File: config.mk
export PLATFORM = sky130hd
export DESIGN_NAME = hsv_skin_color_classifier_flat
export DESIGN_NICKNAME = d
export VERILOG_FILES = /design/src/hsvsc_pkg.sv /design/src/hsvsc_if.sv /design/src/hsvsc_front.sv /design/src/hsvsc_queue.sv /design/src/hsvsc_back.sv /design/src/hsv_skin_color_classifier.sv /design/src/flat_wrapper.sv
export SDC_FILE = /design/constraint.sdc
export NUM_CORES = 1
export LEC_CHECK = 0
export BUFFER_PORTS_ARGS = -buffer_cell sky130_fd_sc_hd__clkbuf_2
export CAP_MARGIN = 20
export CORE_ASPECT_RATIO = 0.7
export CORE_MARGIN = 2
export CORE_UTILIZATION = 25
export DETAILED_ROUTE_END_ITERATION = 12
export PLACE_DENSITY_LB_ADDON = 0.08
export SETUP_SLACK_MARGIN = 0.15
export SYNTH_ARGS = -nofsm -noshare
export SYNTH_HDL_FRONTEND = slang
export SYNTH_SLANG_ARGS = --single-unit
export TNS_END_PERCENT = 50
File: constraint.sdc
create_clock -name clk -period 14.5 [get_ports clk]
set_input_delay 0.725 -clock clk [delete_from_list [all_inputs] [get_ports clk]]
set_output_delay 0.725 -clock clk [all_outputs]
set_load 0.01 [all_outputs]
File: src/hsvsc_pkg.sv
// Shared types and constants of the HSV skin colour classifier.
`timescale 1ns / 1ps

package hsvsc_pkg;

    localparam int CHAN_W    = 8;
    localparam int HUE_W     = 9;
    localparam int SAT_W     = 7;
    localparam int CFG_IDX_W = 3;
    localparam int CFG_DAT_W = 9;
    localparam int BASE_W    = 11;
    localparam int HPROD_W   = 17;
    localparam int SPROD_W   = 15;

    localparam logic [HPROD_W-1:0] HUE_SCALE = HPROD_W'(60);
    localparam logic [SPROD_W-1:0] PCT_SCALE = SPROD_W'(100);

    localparam logic [HUE_W-1:0]  HUE_LOW_RST  = HUE_W'(0);
    localparam logic [HUE_W-1:0]  HUE_HIGH_RST = HUE_W'(50);
    localparam logic [SAT_W-1:0]  SAT_LOW_RST  = SAT_W'(23);
    localparam logic [SAT_W-1:0]  SAT_HIGH_RST = SAT_W'(68);
    localparam logic [CHAN_W-1:0] FILL_RST     = CHAN_W'(255);

    typedef enum logic [CFG_IDX_W-1:0] {
        CFG_HUE_LOW  = 3'd0,
        CFG_HUE_HIGH = 3'd1,
        CFG_SAT_LOW  = 3'd2,
        CFG_SAT_HIGH = 3'd3,
        CFG_FILL     = 3'd4
    } cfg_index_t;

    typedef struct packed {
        logic [HUE_W-1:0]  hue_low;
        logic [HUE_W-1:0]  hue_high;
        logic [SAT_W-1:0]  sat_low;
        logic [SAT_W-1:0]  sat_high;
        logic [CHAN_W-1:0] fill;
    } cfg_t;

    typedef struct packed {
        logic [CHAN_W-1:0] red;
        logic [CHAN_W-1:0] green;
        logic [CHAN_W-1:0] blue;
    } pixel_t;

    typedef struct packed {
        pixel_t pix;
        logic   skin;
    } class_item_t;

endpackage

File: src/hsvsc_if.sv
// Channel interfaces of the HSV skin colour classifier.
`timescale 1ns / 1ps

interface hsvsc_in_if import hsvsc_pkg::*; ();
    logic              valid;
    logic              ready;
    logic [CHAN_W-1:0] red_in;
    logic [CHAN_W-1:0] green_in;
    logic [CHAN_W-1:0] blue_in;

    modport source (output valid, output red_in, output green_in, output blue_in,
                    input ready);
    modport sink   (input valid, input red_in, input green_in, input blue_in,
                    output ready);
endinterface

interface hsvsc_out_if import hsvsc_pkg::*; ();
    logic              valid;
    logic              ready;
    logic [CHAN_W-1:0] red_out;
    logic [CHAN_W-1:0] green_out;
    logic [CHAN_W-1:0] blue_out;
    logic              skin_flag;

    modport source (output valid, output red_out, output green_out, output blue_out,
                    output skin_flag, input ready);
    modport sink   (input valid, input red_out, input green_out, input blue_out,
                    input skin_flag, output ready);
endinterface

interface hsvsc_cfg_if import hsvsc_pkg::*; ();
    logic                 valid;
    logic                 ready;
    logic [CFG_IDX_W-1:0] index;
    logic [CFG_DAT_W-1:0] data;

    modport source (output valid, output index, output data, input ready);
    modport sink   (input valid, input index, input data, output ready);
endinterface

File: src/hsvsc_front.sv
// Front pipeline: spread and hue numerator, bound products, skin decision.
`timescale 1ns / 1ps

module hsvsc_front import hsvsc_pkg::*;
(
    input  logic        clk,
    input  logic        rst_n,
    input  cfg_t        cfg,
    input  logic        in_valid,
    output logic        in_ready,
    input  pixel_t      in_pix,
    output logic        push_valid,
    input  logic        push_ready,
    output class_item_t push_item
);

    logic [CHAN_W-1:0] vmax;
    logic [CHAN_W-1:0] vmin;
    logic [CHAN_W-1:0] spread;
    logic [BASE_W-1:0] base;

    logic              s1_valid_reg;
    logic              s1_valid_next;
    pixel_t            s1_pix_reg;
    logic [CHAN_W-1:0] s1_vmax_reg;
    logic [CHAN_W-1:0] s1_spread_reg;
    logic [BASE_W-1:0] s1_base_reg;
    logic              s1_grey_reg;

    logic               s2_valid_reg;
    logic               s2_valid_next;
    pixel_t             s2_pix_reg;
    logic               s2_grey_reg;
    logic [HPROD_W-1:0] s2_num_reg;
    logic [HPROD_W-1:0] s2_hlo_reg;
    logic [HPROD_W-1:0] s2_hhi_reg;
    logic [SPROD_W-1:0] s2_pct_reg;
    logic [SPROD_W-1:0] s2_slo_reg;
    logic [SPROD_W-1:0] s2_shi_reg;

    logic adv2;
    logic adv1;

    always_comb
    begin
        vmax = in_pix.red;
        vmin = in_pix.red;
        if (in_pix.green > vmax) vmax = in_pix.green;
        if (in_pix.blue > vmax)  vmax = in_pix.blue;
        if (in_pix.green < vmin) vmin = in_pix.green;
        if (in_pix.blue < vmin)  vmin = in_pix.blue;
        spread = vmax - vmin;

        if (in_pix.blue == vmax)
            base = (BASE_W'(spread) << 2) + BASE_W'(in_pix.red) - BASE_W'(in_pix.green);
        else if (in_pix.green == vmax)
            base = (BASE_W'(spread) << 1) + BASE_W'(in_pix.blue) - BASE_W'(in_pix.red);
        else if (in_pix.green >= in_pix.blue)
            base = BASE_W'(in_pix.green) - BASE_W'(in_pix.blue);
        else
            base = (BASE_W'(spread) << 2) + (BASE_W'(spread) << 1)
                 + BASE_W'(in_pix.green) - BASE_W'(in_pix.blue);
    end

    assign adv2          = !s2_valid_reg || push_ready;
    assign adv1          = !s1_valid_reg || adv2;
    assign in_ready      = adv1;
    assign s1_valid_next = adv1 ? in_valid : s1_valid_reg;
    assign s2_valid_next = adv2 ? s1_valid_reg : s2_valid_reg;

    always_ff @(posedge clk or negedge rst_n)
    begin
        if (!rst_n)
        begin
            s1_valid_reg <= 1'b0;
            s2_valid_reg <= 1'b0;
        end
        else
        begin
            s1_valid_reg <= s1_valid_next;
            s2_valid_reg <= s2_valid_next;
        end
    end

    always_ff @(posedge clk)
    begin
        if (adv1 && in_valid)
        begin
            s1_pix_reg    <= in_pix;
            s1_vmax_reg   <= vmax;
            s1_spread_reg <= spread;
            s1_base_reg   <= base;
            s1_grey_reg   <= (spread == '0);
        end
        if (adv2 && s1_valid_reg)
        begin
            s2_pix_reg  <= s1_pix_reg;
            s2_grey_reg <= s1_grey_reg;
            s2_num_reg  <= HPROD_W'(s1_base_reg) * HUE_SCALE;
            s2_hlo_reg  <= HPROD_W'(cfg.hue_low) * HPROD_W'(s1_spread_reg);
            s2_hhi_reg  <= HPROD_W'(cfg.hue_high) * HPROD_W'(s1_spread_reg);
            s2_pct_reg  <= SPROD_W'(s1_spread_reg) * PCT_SCALE;
            s2_slo_reg  <= SPROD_W'(cfg.sat_low) * SPROD_W'(s1_vmax_reg);
            s2_shi_reg  <= SPROD_W'(cfg.sat_high) * SPROD_W'(s1_vmax_reg);
        end
    end

    assign push_valid     = s2_valid_reg;
    assign push_item.pix  = s2_pix_reg;
    assign push_item.skin = !s2_grey_reg
                          && (s2_num_reg >= s2_hlo_reg) && (s2_num_reg <= s2_hhi_reg)
                          && (s2_pct_reg >= s2_slo_reg) && (s2_pct_reg <= s2_shi_reg);

endmodule

File: src/hsvsc_queue.sv
// Two-entry queue between the classifying front and the output back end.
`timescale 1ns / 1ps

module hsvsc_queue import hsvsc_pkg::*;
(
    input  logic        clk,
    input  logic        rst_n,
    input  logic        push_valid,
    output logic        push_ready,
    input  class_item_t push_item,
    output logic        pop_valid,
    input  logic        pop_ready,
    output class_item_t pop_item
);

    class_item_t slot0_reg;
    class_item_t slot1_reg;
    logic        wr_sel_reg;
    logic        wr_sel_next;
    logic        rd_sel_reg;
    logic        rd_sel_next;
    logic [1:0]  count_reg;
    logic [1:0]  count_next;
    logic        push;
    logic        pop;

    assign push_ready = (count_reg != 2'd2);
    assign pop_valid  = (count_reg != 2'd0);
    assign pop_item   = rd_sel_reg ? slot1_reg : slot0_reg;
    assign push       = push_valid && push_ready;
    assign pop        = pop_valid && pop_ready;

    always_comb
    begin
        wr_sel_next = push ? !wr_sel_reg : wr_sel_reg;
        rd_sel_next = pop ? !rd_sel_reg : rd_sel_reg;
        count_next  = count_reg;
        if (push && !pop)
            count_next = count_reg + 2'd1;
        else if (pop && !push)
            count_next = count_reg - 2'd1;
    end

    always_ff @(posedge clk or negedge rst_n)
    begin
        if (!rst_n)
        begin
            wr_sel_reg <= 1'b0;
            rd_sel_reg <= 1'b0;
            count_reg  <= 2'd0;
        end
        else
        begin
            wr_sel_reg <= wr_sel_next;
            rd_sel_reg <= rd_sel_next;
            count_reg  <= count_next;
        end
    end

    always_ff @(posedge clk)
    begin
        if (push && !wr_sel_reg)
            slot0_reg <= push_item;
        if (push && wr_sel_reg)
            slot1_reg <= push_item;
    end

endmodule

File: src/hsvsc_back.sv
// Back end: substitute the fill level for rejected pixels and hold the result.
`timescale 1ns / 1ps

module hsvsc_back import hsvsc_pkg::*;
(
    input  logic        clk,
    input  logic        rst_n,
    input  logic [CHAN_W-1:0] fill,
    input  logic        pop_valid,
    output logic        pop_ready,
    input  class_item_t pop_item,
    output logic        out_valid,
    input  logic        out_ready,
    output pixel_t      out_pix,
    output logic        out_skin
);

    logic   valid_reg;
    logic   valid_next;
    pixel_t pix_reg;
    pixel_t pix_next;
    logic   skin_reg;
    logic   load;

    assign pop_ready  = !valid_reg || out_ready;
    assign load       = pop_valid && pop_ready;
    assign valid_next = load ? 1'b1 : (valid_reg && !out_ready);

    always_comb
    begin
        if (pop_item.skin)
            pix_next = pop_item.pix;
        else
        begin
            pix_next.red   = fill;
            pix_next.green = fill;
            pix_next.blue  = fill;
        end
    end

    always_ff @(posedge clk or negedge rst_n)
    begin
        if (!rst_n)
            valid_reg <= 1'b0;
        else
            valid_reg <= valid_next;
    end

    always_ff @(posedge clk)
    begin
        if (load)
        begin
            pix_reg  <= pix_next;
            skin_reg <= pop_item.skin;
        end
    end

    assign out_valid = valid_reg;
    assign out_pix   = pix_reg;
    assign out_skin  = skin_reg;

endmodule

File: src/hsv_skin_color_classifier.sv
// Top level of the HSV skin colour classifier: settings registers and datapath.
// Throughput: one pixel per cycle while the output accepts; stalls fill a two-entry queue.
// Path: an input passes two front pipeline stages, one queue entry and the output register.
// Reset: empties the pipeline and queue and returns the bounds and fill level to defaults.
`timescale 1ns / 1ps

module hsv_skin_color_classifier import hsvsc_pkg::*;
(
    input  logic         clk,
    input  logic         rst_n,
    hsvsc_in_if.sink     pixel,
    hsvsc_out_if.source  result,
    hsvsc_cfg_if.sink    cfg
);

    logic [HUE_W-1:0]  hue_low_reg;
    logic [HUE_W-1:0]  hue_high_reg;
    logic [SAT_W-1:0]  sat_low_reg;
    logic [SAT_W-1:0]  sat_high_reg;
    logic [CHAN_W-1:0] fill_reg;
    cfg_t              cfg_cur;

    pixel_t      in_pix;
    logic        push_valid;
    logic        push_ready;
    class_item_t push_item;
    logic        pop_valid;
    logic        pop_ready;
    class_item_t pop_item;
    pixel_t      out_pix;

    assign cfg.ready = 1'b1;

    always_ff @(posedge clk or negedge rst_n)
    begin
        if (!rst_n)
        begin
            hue_low_reg  <= HUE_LOW_RST;
            hue_high_reg <= HUE_HIGH_RST;
            sat_low_reg  <= SAT_LOW_RST;
            sat_high_reg <= SAT_HIGH_RST;
            fill_reg     <= FILL_RST;
        end
        else if (cfg.valid)
        begin
            unique case (cfg_index_t'(cfg.index))
                CFG_HUE_LOW:  hue_low_reg  <= cfg.data[HUE_W-1:0];
                CFG_HUE_HIGH: hue_high_reg <= cfg.data[HUE_W-1:0];
                CFG_SAT_LOW:  sat_low_reg  <= cfg.data[SAT_W-1:0];
                CFG_SAT_HIGH: sat_high_reg <= cfg.data[SAT_W-1:0];
                CFG_FILL:     fill_reg     <= cfg.data[CHAN_W-1:0];
                default:      ;
            endcase
        end
    end

    assign cfg_cur.hue_low  = hue_low_reg;
    assign cfg_cur.hue_high = hue_high_reg;
    assign cfg_cur.sat_low  = sat_low_reg;
    assign cfg_cur.sat_high = sat_high_reg;
    assign cfg_cur.fill     = fill_reg;

    assign in_pix.red   = pixel.red_in;
    assign in_pix.green = pixel.green_in;
    assign in_pix.blue  = pixel.blue_in;

    hsvsc_front u_front (
        .clk        (clk),
        .rst_n      (rst_n),
        .cfg        (cfg_cur),
        .in_valid   (pixel.valid),
        .in_ready   (pixel.ready),
        .in_pix     (in_pix),
        .push_valid (push_valid),
        .push_ready (push_ready),
        .push_item  (push_item)
    );

    hsvsc_queue u_queue (
        .clk        (clk),
        .rst_n      (rst_n),
        .push_valid (push_valid),
        .push_ready (push_ready),
        .push_item  (push_item),
        .pop_valid  (pop_valid),
        .pop_ready  (pop_ready),
        .pop_item   (pop_item)
    );

    hsvsc_back u_back (
        .clk        (clk),
        .rst_n      (rst_n),
        .fill       (cfg_cur.fill),
        .pop_valid  (pop_valid),
        .pop_ready  (pop_ready),
        .pop_item   (pop_item),
        .out_valid  (result.valid),
        .out_ready  (result.ready),
        .out_pix    (out_pix),
        .out_skin   (result.skin_flag)
    );

    assign result.red_out   = out_pix.red;
    assign result.green_out = out_pix.green;
    assign result.blue_out  = out_pix.blue;

endmodule

File: src/flat_wrapper.sv
// flat-port wrapper written by rule: the top's interface ports become plain ports
module hsv_skin_color_classifier_flat import hsvsc_pkg::*;
  (clk, rst_n, pixel_valid, pixel_red_in, pixel_green_in, pixel_blue_in, pixel_ready, result_valid, result_red_out, result_green_out, result_blue_out, result_skin_flag, result_ready, cfg_valid, cfg_index, cfg_data, cfg_ready);
  hsvsc_in_if pixel_i ();
  hsvsc_out_if result_i ();
  hsvsc_cfg_if cfg_i ();
  input  logic clk;
  input  logic rst_n;
  input wire logic [$bits(pixel_i.valid)-1:0] pixel_valid;
  input wire logic [$bits(pixel_i.red_in)-1:0] pixel_red_in;
  input wire logic [$bits(pixel_i.green_in)-1:0] pixel_green_in;
  input wire logic [$bits(pixel_i.blue_in)-1:0] pixel_blue_in;
  output wire logic [$bits(pixel_i.ready)-1:0] pixel_ready;
  output wire logic [$bits(result_i.valid)-1:0] result_valid;
  output wire logic [$bits(result_i.red_out)-1:0] result_red_out;
  output wire logic [$bits(result_i.green_out)-1:0] result_green_out;
  output wire logic [$bits(result_i.blue_out)-1:0] result_blue_out;
  output wire logic [$bits(result_i.skin_flag)-1:0] result_skin_flag;
  input wire logic [$bits(result_i.ready)-1:0] result_ready;
  input wire logic [$bits(cfg_i.valid)-1:0] cfg_valid;
  input wire logic [$bits(cfg_i.index)-1:0] cfg_index;
  input wire logic [$bits(cfg_i.data)-1:0] cfg_data;
  output wire logic [$bits(cfg_i.ready)-1:0] cfg_ready;
  assign pixel_i.valid = pixel_valid;
  assign pixel_i.red_in = pixel_red_in;
  assign pixel_i.green_in = pixel_green_in;
  assign pixel_i.blue_in = pixel_blue_in;
  assign pixel_ready = pixel_i.ready;
  assign result_valid = result_i.valid;
  assign result_red_out = result_i.red_out;
  assign result_green_out = result_i.green_out;
  assign result_blue_out = result_i.blue_out;
  assign result_skin_flag = result_i.skin_flag;
  assign result_i.ready = result_ready;
  assign cfg_i.valid = cfg_valid;
  assign cfg_i.index = cfg_index;
  assign cfg_i.data = cfg_data;
  assign cfg_ready = cfg_i.ready;
  hsv_skin_color_classifier u_core (.clk(clk), .rst_n(rst_n), .pixel(pixel_i), .result(result_i), .cfg(cfg_i));
endmodule
After elaboration in Yosys (flattened, before gate mapping)
Index checks and enable logic that the tools add are counted.
Word-level totals
  bits of input ports: 41
  register bits: 291
  logic and storage cells: 119
  output and inout bits: 28
Operators by class
  $mul: 6
  add/sub/neg operators: 11
  mux-type cells: 12
  reduce and logical (&&, ||, !) cells: 34
  $lt $le $gt $ge: 9
  equality and inequality tests: 7
Operator list (number)
  9-bit by 8-bit multiplier with 17-bit output: 2
  11-bit two-way mux: 3
  8-bit two-way mux: 4
  7-bit by 8-bit multiplier with 15-bit output: 2
  25-bit two-way mux: 1
  24-bit two-way mux: 1
  11-bit by 8-bit subtractor with 11-bit output: 2
  17-bit greater-or-equal comparator: 1
  17-bit <= comparator: 1
  8-bit equality test: 2
  8-bit greater-than comparator: 2
  8-bit < comparator: 2
  15-bit greater-or-equal comparator: 1
  15-bit <= comparator: 1
  11-bit by 4-bit multiplier with 15-bit output, second input constant: 1
  1-bit logical AND: 13
  8-bit by 5-bit multiplier with 13-bit output, second input constant: 1
  10-bit by 8-bit adder with 11-bit output: 1
  10-bit by 9-bit adder with 11-bit output: 1
  11-bit by 8-bit adder with 11-bit output: 1
  10-bit by 8-bit subtractor with 11-bit output: 1
  9-bit by 8-bit adder with 10-bit output: 1
  2-bit AND reduction: 5
  1-bit zero test: 9
  15 further kinds: 20

Depth between registers and ports, before layout
Gate-level depths: netlist of the first run.
  depth in word-level cells: 11
  mapped depth: 36
  gate-level depth less buffers: 35

By module
From an unflattened synthesis of the first run, not the netlist that was laid out.
Second synthesis, totals
  cells, all modules: 2252
  area total of the unflattened synthesis: 24750.0 um^2
By module, submodules not included
  hsvsc_front: cells each 1978, area each 19962.9 um^2, instances 1
  hsvsc_queue: cells each 96, area each 2099.5 um^2, instances 1
  hsv_skin_color_classifier: cells each 90, area each 1561.5 um^2, instances 1
  hsvsc_back: cells each 88, area each 1126.1 um^2, instances 1

Worst setup path before layout of the first run
Ideal clock, no wire load.
  path type: input to register
  from: input pixel_green_in[1]
  to: register u_core.u_front.s1_base_reg[10], data pin
  slack: 6.525 ns
  arrival: 7.693 ns
  setup time: 0.282 ns
  cell stages on the path: 34
  cells stage by stage: inv_1 -> ha_1 -> nor2b_1 -> o211ai_1 -> a21oi_1 -> nor2_1 -> a21oi_1 -> ha_1 -> o21a_1 -> o21ai_0 -> a21oi_1 -> o21ai_0 -> o21ai_1 -> clkbuf_1 -> a21oi_1 -> ha_1 -> fa_1 -> xnor2_1 -> inv_1 -> fa_1 -> inv_1 -> fa_1 -> inv_1 -> ha_1 -> a21oi_1 -> o21bai_1 -> a21o_1 -> a21oi_1 -> o21bai_1 -> a21oi_1 -> xor2_1 -> o21ai_0 -> o21ai_1 -> o221ai_1
Between the ends
  longest elaborated chain between the ends: 11
  elaborated cells between the ends (all ways): 23
  those cells by class: 9 x add/sub; 5 x order compare; 2 x eq/ne; 7 x mux
RTL lines
  start, declared: line flat_wrapper.sv:11  | input wire logic [$bits(pixel_i.green_in)-1:0] pixel_green_in;
  8-bit greater-than comparator or 8-bit < comparator (tied branches): line hsvsc_front.sv:48, hsvsc_front.sv:50
  8-bit two-way mux, on equally long branches: line hsvsc_front.sv:48, hsvsc_front.sv:50
  8-bit greater-than comparator or 8-bit < comparator (tied branches): line hsvsc_front.sv:49, hsvsc_front.sv:51
  8-bit two-way mux, on equally long branches: line hsvsc_front.sv:49, hsvsc_front.sv:51
  8-bit subtractor *: line hsvsc_front.sv:52  | spread = vmax - vmin;
  net u_core.u_front.spread[2]: line hsvsc_front.sv:19  | logic [CHAN_W-1:0] spread;
  10-bit by 9-bit adder with 11-bit output: line hsvsc_front.sv:61  | base = (BASE_W'(spread) << 2) + (BASE_W'(spread) << 1)
  11-bit by 8-bit adder with 11-bit output: line hsvsc_front.sv:62  | + BASE_W'(in_pix.green) - BASE_W'(in_pix.blue);
  11-bit by 8-bit subtractor with 11-bit output: line hsvsc_front.sv:62
  11-bit two-way mux: line hsvsc_front.sv:58  | else if (in_pix.green >= in_pix.blue)
  11-bit two-way mux: line hsvsc_front.sv:56  | else if (in_pix.green == vmax)
  11-bit two-way mux *: line hsvsc_front.sv:54  | if (in_pix.blue == vmax)
  net u_core.u_front.base[10]: line hsvsc_front.sv:20  | logic [BASE_W-1:0] base;
  end signal, assigned: line hsvsc_front.sv:92  | s1_base_reg <= base;
  end, declared: line hsvsc_front.sv:27  | logic [BASE_W-1:0] s1_base_reg;
Mark *: on every way through the listed nets, which the timed path passes. The rest lies on a longest branch.
A chain may end at the register's enable or synchronous reset.

Worst setup path in the final report of the first run
Same ends and word-level chain as after synthesis.

==> results of run 1 <==
## logic make-up (layout without fill, tap and decap cells)
group,after synthesis,count (layout),synth area share
AOI/OAI and AO/OA,339,339,0.08568
xor gates and xnor gates,123,123,0.04422
adders and majority gates,516,516,0.3177
buffers and inverters,431,528,0.06540
DFF,291,291,0.3428
muxes,83,83,0.03582
other,1,5,0.0001508
and+or+nand+nor,519,519,0.1083
## final cells by class
type                    instances  area share
well taps                    1323     0.05929
clock buffers                  46     0.03357
repair buffers                 90     0.01820
inverters                     374     0.05028
clock inverters                18    0.005513
diodes                          4   0.0003585
multi-input cells            1581      0.5275
flip-flops and latches        291      0.3053
## layer usage
layer / track usage / routed length (um) / vias up
met1: 0.2350 / 39760 / 8016
met2: 0.1891 / 26900 / 309
li1: - / - / 7837
met4: 0.02575 / 954 / 0
met3: 0.02226 / 3781 / 55
met5: 0 / 0 / -
## how the worst min path moves through the flow
stage	start	cells past startpoint	endpoint	slack, ns
6_report	rst_n	2	u_core.sat_low_reg[5]	0.27
5_1_grt	rst_n	2	u_core.sat_low_reg[5]	0.33
4_1_cts	rst_n	2	u_core.sat_low_reg[5]	0.27
3_5_place_dp	u_core.u_front.s1_pix_reg[6]	0	u_core.u_front.push_item[7]	0.41
3_3_place_gp	u_core.u_front.s1_pix_reg[5]	0	u_core.u_front.push_item[6]	0.40
2_1_floorplan	u_core.u_front.s1_pix_reg[9]	0	u_core.u_front.push_item[10]	0.40
## critical path: cells and delay by family
| family | cells | cell delay, ns |
|---|---|---|
| xor+xnor | 2 | 0.75 |
| simple gates | 2 | 0.31 |
| mux | 2 | 0.82 |
| fa+ha+maj | 7 | 2.79 |
| compound gates | 16 | 3.12 |
| buf+inv | 5 | 0.69 |
## Yosys cell counts (17+ instances only)
master,instances,area share
nor2b_1,20,0.0050
dfrtp_1,30,0.030
nand2_1,178,0.027
dfstp_2,17,0.018
fa_1,193,0.16
and2_1,124,0.031
inv_1,373,0.056
mux2i_1,38,0.015
nand2b_1,47,0.012
edfxtp_1,244,0.29
nor2_1,58,0.0088
o21ai_0,85,0.017
clkbuf_1,52,0.0078
xnor2_1,96,0.034
nand3_1,32,0.0064
o21bai_1,37,0.011
mux2_2,44,0.020
a21oi_1,107,0.022
ha_1,321,0.16
o21a_1,21,0.0063
xor2_1,24,0.0085
a21o_1,35,0.011
## metrics by stage
stage	hold slack, ns	setup slack [ns]
2_1_floorplan	0.4003	6.525
3_3_place_gp	0.4005	5.073
3_5_place_dp	0.4072	5.001
4_1_cts	0.2704	5.606
5_1_grt	0.3254	4.891
6_report	0.2720	5.546
==> results.yml, run 1 <==
sta:
  final.setup.tns_ns: 0
  slew_viol_final: 0
  hold_viol: 0
  fin_crit_ns: 8.954
  finalSetupViolCount: 0
  tightest_slew_ns: 1.055
  max-slew-margin-rel: 0.2923
  period_share: 0.6175
  finClkSkew_ns: 0.02239
  rsz0062_at_grt: "no"
  fmax_mhz: 111.7
synth:
  synthDistinctLibCells: 74
  postSynthCellCount: 2303
  syn_area_per_cell_um2: 10.80
  yosysWarnings: 0
  ys_async_sr_fraction: 0.1615
  ys_ff_latch: 291
  synthFlopType: "edfxtp_1"
  syn-cell-area_um2: 24870
  syn_nets: 2858
  seq_area_frac_synth: 0.3428
  synth_edf_count: 244
clock_network:
  clock-sinks: 291
  ctsRootBufferMaster: "clkbuf_16"
  ctsHtreeMaxLevel: 2
  ctsHoldBuffers: 0
  cts_tree: "done"
  clk_path_buf_depth: 3
  cts_inserted_buffers: 35
  clkSlewWorstSetupHoldPaths_ns: 0.06
  clk_latency_ns: 0.57
  cts_resized: 0
  cts_setup_buffers: 0
setup_path:
  timing.rr.start: "u_core.u_front.s1_spread_reg[4]"
  path_max_fanout: 10
  worstSetupPathType: "input pin to flip-flop"
  crit_required_ns: 14.77
  reg2reg_to: "u_core.u_front.s2_hlo_reg[16]"
  startpoint_type: "input pin"
  cp_data_arrival_time_ns: 9.22
  crit_slowest_cell: "mux2i_1"
  rrSetupSlack_ns: 9.16
  crit_top_cell: "a21oi_1"
  end_kind: "flip-flop"
  cp-endpoint: "u_core.u_front.s1_base_reg[10]"
  worstRegToRegCells: 21
  slowest_delay_ns: 0.65
  critPathLaunch: "pixel_green_in[1]"
final_layout:
  fin_util: 0.2841
  area_growth_pct: 12.26
  multiInputGateArea_um2: 14730
  nNetsFinal: 2928
  mostFrequentLayoutCell: "inv_1"
  layout-drive-gt1-share: 0.09833
  regArea_um2: 8524
  fin_area_um2: 27920
  nFillCells: 10281
  final_cells: 3727
  most-common-layout-cells: "373 x inv_1, 321 x ha_1, 244 x edfxtp_1"
drt:
  drc: 0
  drt_iter0_markers: 1072
  ant_nets: 0
  route.vias.total: 16217
  routedWlPerCell_um: 19.15
  via_per_inst: 4.351
  totalWireLength_mm: 71.39
  drt-pass1-iter-count: 5
floorplan:
  ios: 69
  die_w_um: 381.0
  die_h_um: 267.9
  start_util: 0.2531
  core_um2: 98250
  die_area_um2: 102100
  rows: 96
global_route:
  grt_remaining_overflow: 0
  grt_pass1_wl_mm: 108.7
  antenna_found_initial: 16
  track_usage: 0.1421
  grt_max_degree: 61
  grt_pass1_vias: 16612
run:
  max_cap_violations: 0
placement:
  place_inst: 3659
  placed_area_um2: 26820
  portBuffers: 67
  place.gp.congestion: 0.8285
  place_hpwl_mm: 56.17
min_path:
  hold_class: "input pin to asynchronous set/reset pin"
outcome:
  status: "finished clean"
Power of run 1 is not shown: default switching activity piles up to over one toggle a cycle in this logic, so the estimate is an artifact.
==> run 2: changes to the inputs <==
Clock period 14.5 ns to 8.4 ns, I/O delays scaled along.
==> run 2 against run 1 <==
Die area stayed put. Worst hold slack worse by 0.17 ns. Non-clock buffer count is 24 higher. Sequential share of layout area is 0.21 points lower. Core utilization is 0.19 points higher. Via count is 0.77% higher. Sequential cell count stayed put. Largest cell class unchanged. Cell count is 0.51% higher. Register-to-register slack worse by 6.4 ns.
==> results.yml, run 2 (synthesis results as in run 1) <==
floorplan:
  core_um2: 98250
  start_util: 0.2531
  rows: 96
  die_area_um2: 102100
  ios: 69
  die_w_um: 381.0
  die_h_um: 267.9
clock_network:
  cts_tree: "done"
  ctsHtreeMaxLevel: 2
  cts_resized: 0
  ctsRootBufferMaster: "clkbuf_16"
  ctsHoldBuffers: 1
  clk_path_buf_depth: 3
  clock-sinks: 291
  cts_inserted_buffers: 36
  clk_latency_ns: 0.58
  cts_setup_buffers: 0
  clkSlewWorstSetupHoldPaths_ns: 0.06
drt:
  drt_iter0_markers: 862
  via_per_inst: 4.363
  routedWlPerCell_um: 19.70
  route.vias.total: 16342
  drc: 0
  ant_nets: 0
  totalWireLength_mm: 73.81
  drt-pass1-iter-count: 5
setup_path:
  worstRegToRegCells: 20
  crit_top_cell: "a21oi_1"
  startpoint_type: "input pin"
  path_buf_inv: 4
  timing.rr.start: "u_core.u_front.s1_spread_reg[4]"
  worstSetupPathType: "input pin to flip-flop"
  reg2reg_to: "u_core.u_front.s2_hlo_reg[16]"
  rrSetupSlack_ns: 2.81
  critPathTopFamily: "compound AO/OA/AOI/OAI gates"
  end_kind: "flip-flop"
  crit_slowest_cell: "a21oi_1"
  path_max_fanout: 10
  cp_data_arrival_time_ns: 8.04
  slowest_delay_ns: 0.54
  crit_required_ns: 8.71
global_route:
  track_usage: 0.1467
  grt_pass1_vias: 16995
  grt_pass1_wl_mm: 111.9
  grt_remaining_overflow: 0
  antenna_found_initial: 15
  grt_max_degree: 66
final_layout:
  area_growth_pct: 13.02
  fin_area_um2: 28110
  most-common-layout-cells: "373 x inv_1, 321 x ha_1, 244 x edfxtp_1"
  layout-drive-gt1-share: 0.1078
  final_cells: 3746
  mostFrequentLayoutCell: "inv_1"
  nNetsFinal: 2953
min_path:
  min_delay_path_depth: 2
  hold_start: "pixel_valid"
  hold_class: "input pin to flip-flop"
  hold-path-endpoint: "u_core.u_front.s1_valid_reg"
placement:
  portBuffers: 67
  place.gp.congestion: 0.8650
  place_inst: 3682
  placed_area_um2: 26990
  place_hpwl_mm: 58.44
  dp_slack_ns: 0.2754
sta:
  hold_viol: 0
  slew_viol_final: 0
  fin_crit_ns: 7.733
  fin_ws_ns: 0.6667
  fmax_mhz: 129.3
  final.setup.tns_ns: 0
  finClkSkew_ns: 0.03347
  max-slew-margin-rel: 0.1686
  rsz0062_at_grt: "no"
  tightest_slew_ns: 1.244
  finalSetupViolCount: 0
  period_share: 0.9206
outcome:
  status: "finished clean"
run:
  max_cap_violations: 0
[run 2: changes by cell type in the layout (fill, tap and decap cells not counted), moves of 2 or more]
cell / previous run / this run
buf_4: 23 / 46
diode_2: 4 / 1
clkbuf_1: 9 / 7
clkbuf_8: 2 / 0
[run 2: cell type report]
type | count | area (um^2)
clock inverter | 19 | 176.4
clock buffer | 43 | 927.1
sequential | 291 | 8524
multi-input combinational | 1581 | 14730
tap | 1323 | 1655
fill | 10315 | 70150
timing repair buffer | 114 | 690.7
inverter | 374 | 1404
antenna | 1 | 2.502
[run 2: worst max path at each step]
stage / from / to / slack, ns / cells past startpoint
3_3_place_gp: pixel_green_in[1] / u_core.u_front.s1_base_reg[10] / 0.33 / 34
2_1_floorplan: pixel_green_in[1] / u_core.u_front.s1_base_reg[10] / 0.73 / 34
6_report: pixel_red_in[1] / u_core.u_front.s1_base_reg[10] / 0.67 / 32
4_1_cts: pixel_red_in[1] / u_core.u_front.s1_base_reg[10] / 0.89 / 32
5_1_grt: pixel_red_in[1] / u_core.u_front.s1_base_reg[10] / 0.27 / 32
3_5_place_dp: pixel_red_in[1] / u_core.u_front.s1_base_reg[10] / 0.28 / 32
[run 2: metrics by stage]
stage,hold slack [ns],utilization
5_1_grt,0.09649,0.2861
2_1_floorplan,0.1244,-
6_report,0.1049,0.2861
3_3_place_gp,0.4064,0.2746
3_5_place_dp,0.4045,0.2747
4_1_cts,0.06930,0.2861
[run 2: per-layer routing]
layer | GRT usage | wire length, um | up-vias
li1 | - | - | 7878
met1 | 0.2439 | 41820 | 8093
met2 | 0.1919 | 27350 | 286
met3 | 0.02572 | 3566 | 81
met4 | 0.02542 | 1052 | 4
met5 | 0 | 27 | -
Power of run 2 is left out for the same reason.
==> run 3: changes to the inputs <==
Settings changed: RECOVER_POWER from default to 50.
==> run 3 against run 2 <==
The run now ends with max-capacitance violations, max-slew violations left. Cell area shrank 0.44%. Via count up 0.22%. Wire length about the same. Critical path type unchanged. Highest routed layer unchanged.
==> results.yml, run 3 (synthesis results as in run 1) <==
floorplan:
  core_um2: 98250
  die_w_um: 381.0
  die_h_um: 267.9
  die_area_um2: 102100
  rows: 96
  ios: 69
  start_util: 0.2531
clock_network:
  cts_resized: 0
  clk_latency_ns: 0.58
  cts_inserted_buffers: 36
  cts_setup_buffers: 0
  ctsHtreeMaxLevel: 2
  clk_path_buf_depth: 3
  clock-sinks: 291
  cts_tree: "done"
  ctsRootBufferMaster: "clkbuf_16"
  clkSlewWorstSetupHoldPaths_ns: 0.06
  ctsHoldBuffers: 1
drt:
  routedWlPerCell_um: 19.69
  drt_iter0_markers: 948
  drt-pass1-iter-count: 5
  route.vias.total: 16378
  totalWireLength_mm: 73.76
  drc: 0
  ant_nets: 0
  via_per_inst: 4.372
final_layout:
  mostFrequentLayoutCell: "inv_1"
  area_growth_pct: 12.52
  nNetsFinal: 2953
  layout-drive-gt1-share: 0.08258
  nFillCells: 10331
  most-common-layout-cells: "373 x inv_1, 321 x ha_1, 244 x edfxtp_1"
placement:
  place.gp.congestion: 0.8650
  place_hpwl_mm: 58.44
  portBuffers: 67
setup_path:
  crit_slowest_cell: "o21ai_0"
  timing.rr.start: "u_core.u_front.s1_spread_reg[2]"
  end_kind: "flip-flop"
  rrSetupSlack_ns: 2.29
  worstSetupPathType: "input pin to flip-flop"
  slowest_delay_ns: 0.52
  path_max_fanout: 10
  critPathLaunch: "pixel_red_in[5]"
  crit_required_ns: 8.71
  startpoint_type: "input pin"
  worstRegToRegCells: 24
  cp_data_arrival_time_ns: 8.09
  reg2reg_to: "u_core.u_front.s2_hlo_reg[15]"
outcome:
  status: "finished with violations"
  violations: "max-capacitance violations, max-slew violations"
min_path:
  hold_class: "input pin to flip-flop"
  min_delay_path_depth: 2
  hold-path-endpoint: "u_core.u_front.s1_valid_reg"
  hold_start: "pixel_valid"
global_route:
  grt_remaining_overflow: 0
  grt_pass1_vias: 16995
  track_usage: 0.1467
  antenna_found_initial: 15
  grt_max_degree: 66
  grt_pass1_wl_mm: 111.9
sta:
  fin_crit_ns: 7.780
  slew_viol_final: 217
  tightest_slew_ns: 3.171
  finalSetupViolCount: 0
  rsz0062_at_grt: "no"
  period_share: 0.9262
  max-slew-margin-rel: -1.114
  hold_viol: 0
  finClkSkew_ns: 0.03289
  final.setup.tns_ns: 0
  fmax_mhz: 128.5
run:
  max_cap_violations: 7
## run 3: changes by cell type in the layout (fill, tap and decap cells not counted), sizes merged
cell	before	now
buf	46	27
clkbuf	110	129
## run 3: critical path: cells and delay by family
family,cells,cell delay [ns]
muxes,1,0.18
and+or+nand+nor,3,0.28
AOI/OAI and AO/OA,15,3.65
xor gates and xnor gates,2,0.41
buffers and inverters,4,0.54
adders and majority gates,7,2.58
## run 3: metal layers
layer	up-vias	part of all wire	GRT usage
met4	4	0.014	0.02542
met5	-	0.00037	0
met1	8113	0.56	0.2439
li1	7884	-	-
met2	299	0.37	0.1919
met3	78	0.052	0.02572
## run 3: how the worst max path moves through the flow
stage / to / cells after the start
2_1_floorplan: u_core.u_front.s1_base_reg[10] / 34
3_3_place_gp: u_core.u_front.s1_base_reg[10] / 34
3_5_place_dp: u_core.u_front.s1_base_reg[10] / 32
4_1_cts: u_core.u_front.s1_base_reg[10] / 32
5_1_grt: u_core.u_front.s1_base_reg[10] / 32
6_report: u_core.u_front.s1_base_reg[10] / 32
## run 3: layout make-up
| type | count | area, um^2 | area share |
|---|---|---|---|
| multi-input cells | 1581 | 14730 | 0.5263 |
| flip-flops and latches | 291 | 8524 | 0.3046 |
| well taps | 1323 | 1655 | 0.05915 |
| inverters | 374 | 1404 | 0.05017 |
| clock buffers | 43 | 927.1 | 0.03313 |
| repair buffers | 114 | 566.8 | 0.02025 |
| clock inverters | 19 | 176.4 | 0.006304 |
| diodes | 1 | 2.502 | 0.00008942 |
## run 3: metrics by stage
| stage | hold WS (ns) | util | std cells | setup WS, ns | cell area [um^2] |
|---|---|---|---|---|---|
| 2_1_floorplan | 0.1244 | - | 2303 | 0.7300 | 24870 |
| 3_3_place_gp | 0.4064 | 0.2746 | 3681 | 0.3348 | 26980 |
| 3_5_place_dp | 0.4045 | 0.2747 | 3682 | 0.2754 | 26990 |
| 4_1_cts | 0.06930 | 0.2861 | 3745 | 0.8877 | 28110 |
| 5_1_grt | 0.09707 | 0.2848 | 3745 | 0.1628 | 27980 |
| 6_report | 0.1022 | 0.2848 | 3746 | 0.6196 | 27980 |
Power of run 3 is left out for the same reason.
